## src/rtl/btsr_pkg.sv

```systemverilog
// ----------------------------------------------------------------------------
// btsr_pkg: battery telemetry sensor responder definitions
// Event codes, register indexes, voltage scale and the fuel level table.
// ----------------------------------------------------------------------------
package btsr_pkg;

  typedef enum logic [1:0] {
    MODE_GOOD = 2'd0,
    MODE_BAD  = 2'd1,
    MODE_TICK = 2'd2,
    MODE_NONE = 2'd3
  } mode_t;

  localparam int CFG_INDEX_W = 3;
  localparam int CFG_DATA_W  = 16;

  typedef enum logic [CFG_INDEX_W-1:0] {
    REG_DISCOVER_CODE   = 3'd0,
    REG_TYPE_QUERY_CODE = 3'd1,
    REG_READ_CODE       = 3'd2,
    REG_VOLT_TYPE_CODE  = 3'd3,
    REG_FUEL_TYPE_CODE  = 3'd4,
    REG_FUEL_DISC_EN    = 3'd5,
    REG_STARTUP_TICKS   = 3'd6,
    REG_UNUSED          = 3'd7
  } reg_index_t;

  localparam logic [3:0]  VOLT_SENSOR_ID = 4'd1;
  localparam logic [3:0]  FUEL_SENSOR_ID = 4'd2;
  localparam logic [1:0]  PAYLOAD_LEN    = 2'd2;
  localparam logic [7:0]  TYPE_HIGH_BYTE = 8'd2;
  localparam logic [7:0]  FULL_PERCENT   = 8'd100;
  localparam logic [15:0] TICK_MAX       = 16'hFFFF;

  // 0.01 V per LSB: sample * 33 * 57 >> 8
  localparam int VOLT_SCALE = 33 * 57;
  localparam int VOLT_W     = 13;
  localparam int PROD_W     = 21;

  localparam int LEVEL_ROWS = 21;
  localparam int PACK_SIZES = 2;

  localparam logic [VOLT_W-1:0] LEVEL_TABLE [PACK_SIZES][LEVEL_ROWS] = '{
    '{13'd982,  13'd1083, 13'd1106, 13'd1112, 13'd1118, 13'd1124, 13'd1130,
      13'd1136, 13'd1139, 13'd1145, 13'd1151, 13'd1156, 13'd1162, 13'd1174,
      13'd1186, 13'd1195, 13'd1207, 13'd1225, 13'd1233, 13'd1245, 13'd1260},
    '{13'd1309, 13'd1443, 13'd1475, 13'd1483, 13'd1491, 13'd1499, 13'd1506,
      13'd1514, 13'd1518, 13'd1526, 13'd1534, 13'd1542, 13'd1550, 13'd1566,
      13'd1581, 13'd1593, 13'd1609, 13'd1633, 13'd1645, 13'd1660, 13'd1680}
  };

endpackage

```

## src/rtl/battery_telemetry_sensor_responder.sv

```systemverilog
// ----------------------------------------------------------------------------
// battery_telemetry_sensor_responder
// Answers telemetry bus polls for a voltage sensor and a fuel percent sensor.
// ----------------------------------------------------------------------------
// Usage:
//   Input channel (in_valid/in_ready) carries one event per transaction:
//   good packet (command, sensor_id, adc_sample), bad packet, time tick or none.
//   Every input transaction yields exactly one output transaction
//   (out_valid/out_ready); reply_valid says whether a reply packet is sent,
//   led_on always gives the status light after the event.
//   Each event passes the input register, then the result register. One
//   transaction per cycle is sustained while the receiver does not stall;
//   the whole reply, including the constant multiply and the level table
//   compares, is produced in the single logic stage between the two registers.
//   When the receiver stalls, the result register holds and the input
//   register still takes a transaction only while empty; once full, in_ready drops.
//   Reset clears the tick counter, startup flag, stored voltage and LED and
//   loads the register defaults. cfg_we writes register cfg_index directly.
// ----------------------------------------------------------------------------
module battery_telemetry_sensor_responder (
  input  logic                              clk,
  input  logic                              rst,
  input  logic                              in_valid,
  output logic                              in_ready,
  input  logic [1:0]                        mode,
  input  logic [3:0]                        command,
  input  logic [3:0]                        sensor_id,
  input  logic [9:0]                        adc_sample,
  output logic                              out_valid,
  input  logic                              out_ready,
  output logic                              reply_valid,
  output logic [3:0]                        reply_command,
  output logic [3:0]                        reply_sensor,
  output logic [1:0]                        reply_length,
  output logic [7:0]                        payload_low,
  output logic [7:0]                        payload_high,
  output logic                              led_on,
  input  logic                              cfg_we,
  input  logic [btsr_pkg::CFG_INDEX_W-1:0]  cfg_index,
  input  logic [btsr_pkg::CFG_DATA_W-1:0]   cfg_data
);

  localparam int VW = btsr_pkg::VOLT_W;
  localparam int MID_ROWS = btsr_pkg::LEVEL_ROWS - 2;

  // configuration
  logic [3:0]  discover_code;
  logic [3:0]  type_query_code;
  logic [3:0]  read_code;
  logic [7:0]  voltage_type_code;
  logic [7:0]  fuel_type_code;
  logic        fuel_discover_enable;
  logic [15:0] startup_ticks;

  // block state
  logic [15:0]   tick_count;
  logic          startup_over;
  logic [VW-1:0] last_voltage;
  logic          led_state;

  // input register
  logic                s1_valid;
  btsr_pkg::mode_t     s1_mode;
  logic [3:0]          s1_command;
  logic [3:0]          s1_sensor;
  logic [9:0]          s1_adc;
  logic                s1_advance;

  // next values
  logic [15:0]   tick_count_next;
  logic          startup_over_next;
  logic [VW-1:0] last_voltage_next;
  logic          led_state_next;
  logic          rv_next;
  logic [1:0]    len_next;
  logic [7:0]    lo_next;
  logic [7:0]    hi_next;

  // datapath
  logic [btsr_pkg::PROD_W-1:0] volt_prod;
  logic [VW-1:0]               volt_new;
  logic                        in_pack0;
  logic                        in_pack1;
  logic                        pack_sel;
  logic [MID_ROWS-1:0]         above_row;
  logic [4:0]                  row_count;
  logic [6:0]                  table_percent;
  logic [7:0]                  fuel_value;
  logic                        startup_active;

  assign s1_advance = s1_valid && (!out_valid || out_ready);
  assign in_ready   = !s1_valid || s1_advance;

  assign volt_prod = btsr_pkg::PROD_W'(s1_adc) *
                     btsr_pkg::PROD_W'(btsr_pkg::VOLT_SCALE);
  assign volt_new  = volt_prod[btsr_pkg::PROD_W-1 -: VW];

  assign in_pack0 = (last_voltage >= btsr_pkg::LEVEL_TABLE[0][0]) &&
                    (last_voltage <= btsr_pkg::LEVEL_TABLE[0][btsr_pkg::LEVEL_ROWS-1]);
  assign in_pack1 = (last_voltage >= btsr_pkg::LEVEL_TABLE[1][0]) &&
                    (last_voltage <= btsr_pkg::LEVEL_TABLE[1][btsr_pkg::LEVEL_ROWS-1]);
  assign pack_sel = !in_pack0;

  // rows strictly below the voltage, bottom and top rows excluded: 5% each
  always_comb begin
    for (int r = 0; r < MID_ROWS; r++) begin
      above_row[r] = last_voltage > btsr_pkg::LEVEL_TABLE[pack_sel][r+1];
    end
  end

  assign row_count     = 5'($countones(above_row));
  assign table_percent = {row_count, 2'b00} + 7'(row_count);
  assign startup_active = !startup_over && (tick_count < startup_ticks);

  always_comb begin
    if (startup_active) begin
      fuel_value = btsr_pkg::FULL_PERCENT;
    end else if (in_pack0 || in_pack1) begin
      fuel_value = 8'(table_percent);
    end else begin
      fuel_value = '0;
    end
  end

  always_comb begin
    tick_count_next   = tick_count;
    startup_over_next = startup_over;
    last_voltage_next = last_voltage;
    led_state_next    = led_state;
    rv_next           = 1'b0;
    len_next          = '0;
    lo_next           = '0;
    hi_next           = '0;
    unique case (s1_mode)
      btsr_pkg::MODE_GOOD: begin
        led_state_next = 1'b1;
        priority if (s1_command == discover_code) begin
          rv_next = (s1_sensor == btsr_pkg::VOLT_SENSOR_ID) ||
                    ((s1_sensor == btsr_pkg::FUEL_SENSOR_ID) && fuel_discover_enable);
        end else if (s1_command == type_query_code) begin
          if (s1_sensor == btsr_pkg::VOLT_SENSOR_ID) begin
            rv_next  = 1'b1;
            len_next = btsr_pkg::PAYLOAD_LEN;
            lo_next  = voltage_type_code;
            hi_next  = btsr_pkg::TYPE_HIGH_BYTE;
          end else if (s1_sensor == btsr_pkg::FUEL_SENSOR_ID) begin
            rv_next  = 1'b1;
            len_next = btsr_pkg::PAYLOAD_LEN;
            lo_next  = fuel_type_code;
            hi_next  = btsr_pkg::TYPE_HIGH_BYTE;
          end
        end else if (s1_command == read_code) begin
          if (s1_sensor == btsr_pkg::VOLT_SENSOR_ID) begin
            last_voltage_next = volt_new;
            rv_next  = 1'b1;
            len_next = btsr_pkg::PAYLOAD_LEN;
            lo_next  = volt_new[7:0];
            hi_next  = 8'(volt_new[VW-1:8]);
          end else if (s1_sensor == btsr_pkg::FUEL_SENSOR_ID) begin
            if (!startup_active) begin
              startup_over_next = 1'b1;
            end
            rv_next  = 1'b1;
            len_next = btsr_pkg::PAYLOAD_LEN;
            lo_next  = fuel_value;
          end
        end
      end
      btsr_pkg::MODE_BAD: begin
        led_state_next = 1'b0;
      end
      btsr_pkg::MODE_TICK: begin
        if (tick_count != btsr_pkg::TICK_MAX) begin
          tick_count_next = tick_count + 16'd1;
        end
      end
      btsr_pkg::MODE_NONE: begin
      end
    endcase
  end

  // configuration registers
  always_ff @(posedge clk) begin
    if (rst) begin
      discover_code        <= 4'd8;
      type_query_code      <= 4'd9;
      read_code            <= 4'd10;
      voltage_type_code    <= 8'd3;
      fuel_type_code       <= 8'd6;
      fuel_discover_enable <= 1'b0;
      startup_ticks        <= 16'd2;
    end else if (cfg_we) begin
      unique case (btsr_pkg::reg_index_t'(cfg_index))
        btsr_pkg::REG_DISCOVER_CODE:   discover_code        <= cfg_data[3:0];
        btsr_pkg::REG_TYPE_QUERY_CODE: type_query_code      <= cfg_data[3:0];
        btsr_pkg::REG_READ_CODE:       read_code            <= cfg_data[3:0];
        btsr_pkg::REG_VOLT_TYPE_CODE:  voltage_type_code    <= cfg_data[7:0];
        btsr_pkg::REG_FUEL_TYPE_CODE:  fuel_type_code       <= cfg_data[7:0];
        btsr_pkg::REG_FUEL_DISC_EN:    fuel_discover_enable <= cfg_data[0];
        btsr_pkg::REG_STARTUP_TICKS:   startup_ticks        <= cfg_data;
        btsr_pkg::REG_UNUSED: begin
        end
      endcase
    end
  end

  // input register
  always_ff @(posedge clk) begin
    if (rst) begin
      s1_valid <= 1'b0;
    end else if (in_ready) begin
      s1_valid <= in_valid;
    end
  end

  always_ff @(posedge clk) begin
    if (in_ready && in_valid) begin
      s1_mode    <= btsr_pkg::mode_t'(mode);
      s1_command <= command;
      s1_sensor  <= sensor_id;
      s1_adc     <= adc_sample;
    end
  end

  // state and result register
  always_ff @(posedge clk) begin
    if (rst) begin
      tick_count   <= '0;
      startup_over <= 1'b0;
      last_voltage <= '0;
      led_state    <= 1'b0;
      out_valid    <= 1'b0;
    end else begin
      if (s1_advance) begin
        tick_count   <= tick_count_next;
        startup_over <= startup_over_next;
        last_voltage <= last_voltage_next;
        led_state    <= led_state_next;
        out_valid    <= 1'b1;
      end else if (out_ready) begin
        out_valid    <= 1'b0;
      end
    end
  end

  always_ff @(posedge clk) begin
    if (s1_advance) begin
      reply_valid   <= rv_next;
      reply_command <= rv_next ? s1_command : 4'd0;
      reply_sensor  <= rv_next ? s1_sensor : 4'd0;
      reply_length  <= len_next;
      payload_low   <= lo_next;
      payload_high  <= hi_next;
      led_on        <= led_state_next;
    end
  end

endmodule

```

## config.mk

```make
export PLATFORM = sky130hd
export DESIGN_NAME = battery_telemetry_sensor_responder
export DESIGN_NICKNAME = d
export VERILOG_FILES = /design/src/rtl/btsr_pkg.sv /design/src/rtl/battery_telemetry_sensor_responder.sv
export SDC_FILE = /design/constraint.sdc
export NUM_CORES = 1
export LEC_CHECK = 0
export ABC_AREA = 1
export BUFFER_PORTS_ARGS = -buffer_cell sky130_fd_sc_hd__buf_2
export CAP_MARGIN = 20
export CORE_MARGIN = 2
export CORE_UTILIZATION = 40
export CTS_BUF_LIST = sky130_fd_sc_hd__clkbuf_4 sky130_fd_sc_hd__clkbuf_8 sky130_fd_sc_hd__clkbuf_16
export DETAILED_ROUTE_END_ITERATION = 16
export PLACE_DENSITY = 0.56
export SLEW_MARGIN = 40
export SYNTH_ARGS = -nofsm -noshare
export SYNTH_HDL_FRONTEND = slang
export SYNTH_SLANG_ARGS = --single-unit
export TNS_END_PERCENT = 20
```

## constraint.sdc

```tcl
create_clock -name clk -period 7.8 [get_ports clk]
set_input_delay 1.56 -clock clk [delete_from_list [all_inputs] [get_ports clk]]
set_output_delay 1.56 -clock clk [all_outputs]
set_load 0.02 [all_outputs]
```

Yosys cells after proc, flatten, opt, wreduce, memory -nomap -nowiden

Index checks and enable logic that the tools add are counted.

$add $sub $neg: 20
$mul: 1
$lt $le $gt $ge: 25
Equal/unequal tests: 14
Mux-type cells: 29
Bitwise logic cells: 6
Reduce and logical (&&, ||, !) cells: 28

Operator list:

| operator                                              | number |
|---|---|
| two-way mux 260 bit                                   | 2 |
| two-way mux 256 bit                                   | 1 |
| > comparator 13 bit                                   | 19 |
| two-way mux 8 bit                                     | 7 |
| <= comparator 13 x 11 -> 1 bit, second input constant | 2 |
| multiplier 10 x 11 -> 21 bit, second input constant   | 1 |
| adder 1 x 1 -> 2 bit                                  | 9 |
| adder 16 x 1 -> 16 bit, second input constant         | 1 |
| less-than comparator 16 bit                           | 1 |
| inequality test 16 bit, second input constant         | 1 |
| two-way mux 7 bit                                     | 2 |
| AND reduction 2 bit                                   | 7 |
| >= comparator 13 x 10 -> 1 bit, second input constant | 1 |
| >= comparator 13 x 11 -> 1 bit, second input constant | 1 |
| adder 2 x 2 -> 3 bit                                  | 4 |
| == test 4 bit                                         | 3 |
| two-way mux 2 bit                                     | 6 |
| two-way mux 5 bit                                     | 2 |
| == test 3 bit, second input constant                  | 3 |
| adder 3 x 3 -> 4 bit                                  | 2 |
| two-way mux 1 bit                                     | 8 |
| AND reduction 8 bit                                   | 1 |
| adder 7 x 5 -> 7 bit                                  | 1 |
| == test 3 x 2 -> 1 bit, second input constant         | 2 |
| other kinds (21)                                      | 36 |

Register bits after elaboration: 126
Input bits: 44
Output and inout bits: 30
Logic and storage cells: 147

Depth between registers and ports, before layout

Word-level depth: 20
Depth in mapped cells: 41
Mapped depth without buffers: 41

Least setup slack after synthesis

OpenSTA, ideal clock, no wires.

Kind: flip-flop to flip-flop
From: register last_voltage[5]
To: register payload_low[6], data pin
Setup time: 0.269 ns
Data arrival time: 6.775 ns
Required time: 7.531 ns
Slack: 0.755 ns
Cell stages (with the launch flop): 36
Path buffers: 1
Period minus slack after synthesis: 7.045 ns
Path through: dfxtp_1 buf_2 nand3_1 nor2_1 nand3_1 nand2_1 nand2_2 nand2_4 inv_1 ha_1 a21oi_1 o21ai_1 a21oi_1 inv_1 a31oi_1 a41o_1 fa_1 fa_1 fa_1 fa_1 inv_1 fa_1 fa_1 inv_1 fa_1 inv_1 nand2_1 nand2_1 inv_1 ha_1 o211ai_1 nand3_1 nand3_1 nand3_1 nand2_1 a21oi_1

Word-level cells in the longest chain between the ends: 20
Elaborated cells between the ends (all ways): 56
Classes of those cells: 19 x add/sub; 23 x order compare; 9 x mux; 1 x bitwise; 4 x reduce/logical

Ends and longest elaborated chain:

| item                                                                             | RTL line                                                                           | source |
|---|---|---|
| start, declared                                                                  | battery_telemetry_sensor_responder.sv:58                                           | `logic [VW-1:0] last_voltage;` |
| start signal, assigned                                                           | battery_telemetry_sensor_responder.sv:237                                          | `last_voltage <= last_voltage_next;` |
| >= comparator 13 x 10 -> 1 bit or <= comparator 13 x 11 -> 1 bit (tied branches) | battery_telemetry_sensor_responder.sv:98, battery_telemetry_sensor_responder.sv:99 |  |
| logical AND 1 bit                                                                | battery_telemetry_sensor_responder.sv:98                                           | `assign in_pack0 = (last_voltage >= btsr_pkg::LEVEL_TABLE[0][0]) &&` |
| zero test 1 bit                                                                  | battery_telemetry_sensor_responder.sv:102                                          | `assign pack_sel = !in_pack0;` |
| inverter 1 -> 2 bit (implied by the code)                                        | battery_telemetry_sensor_responder.sv:107                                          | `above_row[r] = last_voltage > btsr_pkg::LEVEL_TABLE[pack_sel][r+1];` |
| two-way mux 256 bit (implied by the code)                                        | battery_telemetry_sensor_responder.sv:107                                          |  |
| two-way mux 260 bit (implied by the code) (2 in series)                          | battery_telemetry_sensor_responder.sv:107                                          |  |
| > comparator 13 bit                                                              | battery_telemetry_sensor_responder.sv:107                                          |  |
| adder 1 x 1 -> 2 bit (implied by the code)                                       | battery_telemetry_sensor_responder.sv:111                                          | `assign row_count = 5'($countones(above_row));` |
| [... 3 more ...]                                                                 | --                                                                                 |  |
| adder 5 x 3 -> 5 bit (implied by the code)                                       | battery_telemetry_sensor_responder.sv:111                                          |  |
| adder 7 x 5 -> 7 bit                                                             | battery_telemetry_sensor_responder.sv:112                                          | `assign table_percent = {row_count, 2'b00} + 7'(row_count);` |
| two-way mux 7 bit (*)                                                            | battery_telemetry_sensor_responder.sv:118                                          | `end else if (in_pack0 \|\| in_pack1) begin` |
| two-way mux 7 bit (*)                                                            | battery_telemetry_sensor_responder.sv:116                                          | `if (startup_active) begin` |
| two-way mux 8 bit (*)                                                            | battery_telemetry_sensor_responder.sv:159                                          | `end else if (s1_sensor == btsr_pkg::FUEL_SENSOR_ID) begin` |
| two-way mux 8 bit (*)                                                            | battery_telemetry_sensor_responder.sv:153                                          | `if (s1_sensor == btsr_pkg::VOLT_SENSOR_ID) begin` |
| two-way mux 8 bit (*)                                                            | battery_telemetry_sensor_responder.sv:152                                          | `end else if (s1_command == read_code) begin` |
| two-way mux 8 bit (*)                                                            | battery_telemetry_sensor_responder.sv:140                                          | `end else if (s1_command == type_query_code) begin` |
| end signal, assigned                                                             | battery_telemetry_sensor_responder.sv:252                                          | `payload_low <= lo_next;` |
| end, declared                                                                    | battery_telemetry_sensor_responder.sv:35                                           | `output logic [7:0] payload_low,` |

Mark *: on every way between the ends. The rest lies on a longest branch, timed or not. The select of a mux whose other input is x is not followed.
A chain may end at the register's enable or synchronous reset.

Worst setup path in the final report

From: register last_voltage[3]
To: register payload_low[6], data pin

Same word-level chain as after synthesis.

==> run_results.csv <==
group,metric,value,unit
run_status,status,"complete, no violations",
global_routing,grt_first_pass_wirelength,42800,µm
placement,port-buffer-count,69,
route,wire_per_inst,15.8,µm
placement,dp_slack,0.173,ns
yosys,synthTopCellsByArea,"dfxtp_1, ha_1, edfxtp_1",
sta,setup_viol,0,
clock_network,htreeDepth,4,
placement,place_area,0.0107,mm²
placement,gp_congestion,0.932,
power,power.share.clock,32.1,%
global_routing,gr-total-overflow,0,
route,drtAntennaViolNets,0,
global_routing,grt_start_max_net_pins,58,
global_routing,grtUsageTotal,21.1,%
finish,final_core_util,47.0,%
setup_path,crit_buf_inv,7,
sta,fin_crit_sh,95.6,%
floorplanning,die_width,160,µm
finish,fin_area,0.0113,mm²
setup_path,crit_family,"adder cells",
yosys,synth_edf_count,44,
route,drtIter0Drc,442,
yosys,yosysWarningCount,0,
power,switching_power,0.000937,W
sta,hold_violations,0,
sta,tns,0,ns
setup_path,cp_data_arrival_time,7.60,ns
power,p_int,0.00146,W
clock_network,cts_buffer_depth,2,
clock_network,cts_hold_buf,0,
route,viasPerCell,4.99,
clock_network,clock_sinks,122,
yosys,netlist.area_leader.share,16.1,%
clock_network,cts_buffers,17,
finish,drive_gt1_share,15.3,%
finish,antennaDiodeCount,0,
yosys,synth_flop_cell,"dfxtp_1",
sta,period_needed,7.45,ns
setup_path,max_stage_delay,0.55,ns
finish,nNetsFinal,1534,
yosys,synth_top_area_cell,"dfxtp_1",
floorplanning,rows,57,
yosys,seq_area_frac_synth,29.6,%
power,cellLeakagePower,5.28,nW
yosys,yosys.cell_types.count,59,
yosys,syn_inst,1222,
floorplanning,core_area,0.0241,mm²
sta,relSlewSlack,49.7,%
route,vias,8347,
sta,worst_slack,0.345,ns
route,drt_wl_total,26500,µm
power,power.density,212,mW/mm²
clock_network,clock_latency,0.42,ns
yosys,ys_seq_elements,122,
setup_path,endpoint_kind,"flip-flop",
clock_network,cts_tree,"yes",
job,drv_cap,0,
sta,skew,0.0136,ns
yosys,postSynth.asyncResetShare,0,%
floorplanning,die_area,0.0256,mm²
route,dr.pass1.iters,5,
power,vdd_drop_max,0.156,mV
global_routing,antenna_found_initial,0,
floorplanning,start_util,40.3,%
sta,fmaxAchievable,0.134,GHz
floorplanning,io_pins,74,
global_routing,grt_pass1_vias,8089,
clock_network,cts_root_buffer,"clkbuf_16",
hold_path,hold_class,"reg -> reg",
power,combPwrFrac,38.8,%
yosys,synth_area_per_cell,7.96,µm²
sta,rsz0062_at_grt,"no",
setup_path,cp_common_cell,"fa_1",
floorplanning,die_h,160,µm
setup_path,crit_fanout,8,
power,fin_total_pwr,0.00240,W
setup_path,crit_slowest_cell,"fa_1",
setup_path,cp-start-kind,"flip-flop",
power,swShare,39.0,%
placement,place_hpwl,21000,µm
clock_network,clk_pin_slew,0.06,ns
setup_path,required,7.94,ns
yosys,synth_area,0.00972,mm²
sta,slew_violations,0,
route,route.detailed.drc,0,
power,seq_power_share,29.1,%
sta,tightest_slew,0.753,ns
setup_path,worstSetupPathType,"reg -> reg",
finish,syn2layout_area_growth,16.5,%
-- path summary, 6_finish.rpt --
path | start | end | slack [ns] | cells past startpoint
worst min-delay path | voltage_type_code[6] | voltage_type_code[6] | 0.45 | 2
worst max register to register | last_voltage[3] | payload_low[6] | 0.35 | 33
worst max-delay path | last_voltage[3] | payload_low[6] | 0.35 | 33
worst min register to register | voltage_type_code[6] | voltage_type_code[6] | 0.45 | 2
-- routing by layer --
| layer | part of all wire [%] | global-route usage, % | vias up |
|---|---|---|---|
| met4 | 2.6 | 7.41 | 0 |
| met1 | 49 | 29.6 | 3846 |
| met3 | 4.8 | 3.66 | 36 |
| met5 | 0 | 0 | - |
| met2 | 44 | 32.9 | 205 |
| li1 | - | - | 4260 |
-- cell usage after synthesis, types with 16 or more instances --
master,instances
a21oi_1,103
o21ai_0,76
nand3_1,55
edfxtp_1,44
nor3_1,25
xor2_1,16
inv_1,203
nor2_1,118
ha_1,107
nand2_1,190
dfxtp_1,78
fa_1,46
-- power groups by stage --
stage / logic, W / clock network (W) / registers, W
after floorplan: 0.000660 / 0 / 0.000715
after global placement: 0.000932 / 0 / 0.000712
after detailed placement: 0.000932 / 0 / 0.000712
after CTS: 0.000943 / 0.000791 / 0.000698
after global routing: 0.00105 / 0.000820 / 0.000700
final: 0.000931 / 0.000772 / 0.000698
-- flip-flops by register name, indices dropped and copies added, names as in the netlist, 5 cells and up --
signal and count:
startup_ticks 16, s1_adc 10, voltage_type_code 8, fuel_type_code 8, payload_high 5, tick_count 16
payload_low 8, last_voltage 13
-- worst register-to-register path, delay by kind of cell, from the launching register on --
| kind | cells | cell delay, ns |
|---|---|---|
| AOI/OAI and AO/OA | 4 | 0.73 |
| adders and majority gates | 9 | 3.98 |
| buffers and inverters | 7 | 0.63 |
| DFF | 1 | 0.41 |
| and+or+nand+nor | 13 | 1.41 |
-- layout make-up --
cell class                      count  area [µm²]
Sequential cell                   122        2890
Clock inverter                     12         111
Timing Repair Buffer              120         728
Tap cell                          324         405
Multi-Input combinational cell    863        5930
Clock buffer                       20         454
Inverter                          213         806
Fill cell                        2452       12800
-- cell families after synthesis --
logic type | Yosys count | share of synthesized area [%]
AO/OA/AOI/OAI | 235 | 14.0
XOR/XNOR | 30 | 2.70
adder cells (fa/ha/maj) | 153 | 23.2
buffers and inverters | 242 | 9.97
flip-flops | 122 | 29.6
other | 1 | 0.0386
AND/OR/NAND/NOR | 439 | 20.4
-- cells in the final DEF (no fill, tap or decap), types with 4 or more instances in the layout --
| cell | n |
|---|---|
| clkbuf_16 | 17 |
| buf_2 | 69 |
| nor2_4 | 6 |
| clkinv_4 | 4 |
| o21ai_0 | 76 |
| nand2_4 | 4 |
| o21ai_1 | 6 |
| nand3_1 | 55 |
| dfxtp_1 | 75 |
| nand4_1 | 10 |
| a21oi_1 | 102 |
| nor4_1 | 10 |
| o211ai_1 | 6 |
| inv_1 | 201 |
| xor2_1 | 16 |
| edfxtp_1 | 44 |
| a211oi_2 | 7 |
| o21bai_1 | 4 |
| nor2_1 | 115 |
| fa_1 | 45 |
| conb_1 | 6 |
| a211oi_1 | 5 |
| xnor2_1 | 14 |
| buf_4 | 51 |
| nand2_1 | 190 |
| nor3_1 | 24 |
| inv_2 | 9 |
| a31oi_1 | 7 |
| ha_1 | 107 |
-- repair_timing --
action	4_1_cts	5_1_grt
setup endpoints to repair	0	4
buffers inserted	0	4
resized for setup	0	14
-- per-stage QoR --
stage,hold WS [ns],instances
floorplan,0.425,1227
global placement,0.435,1638
detailed placement,0.440,1638
CTS,0.450,1670
global route,0.475,1674
finish,0.446,1674
Note: power is estimated with default switching activity, not from simulation.
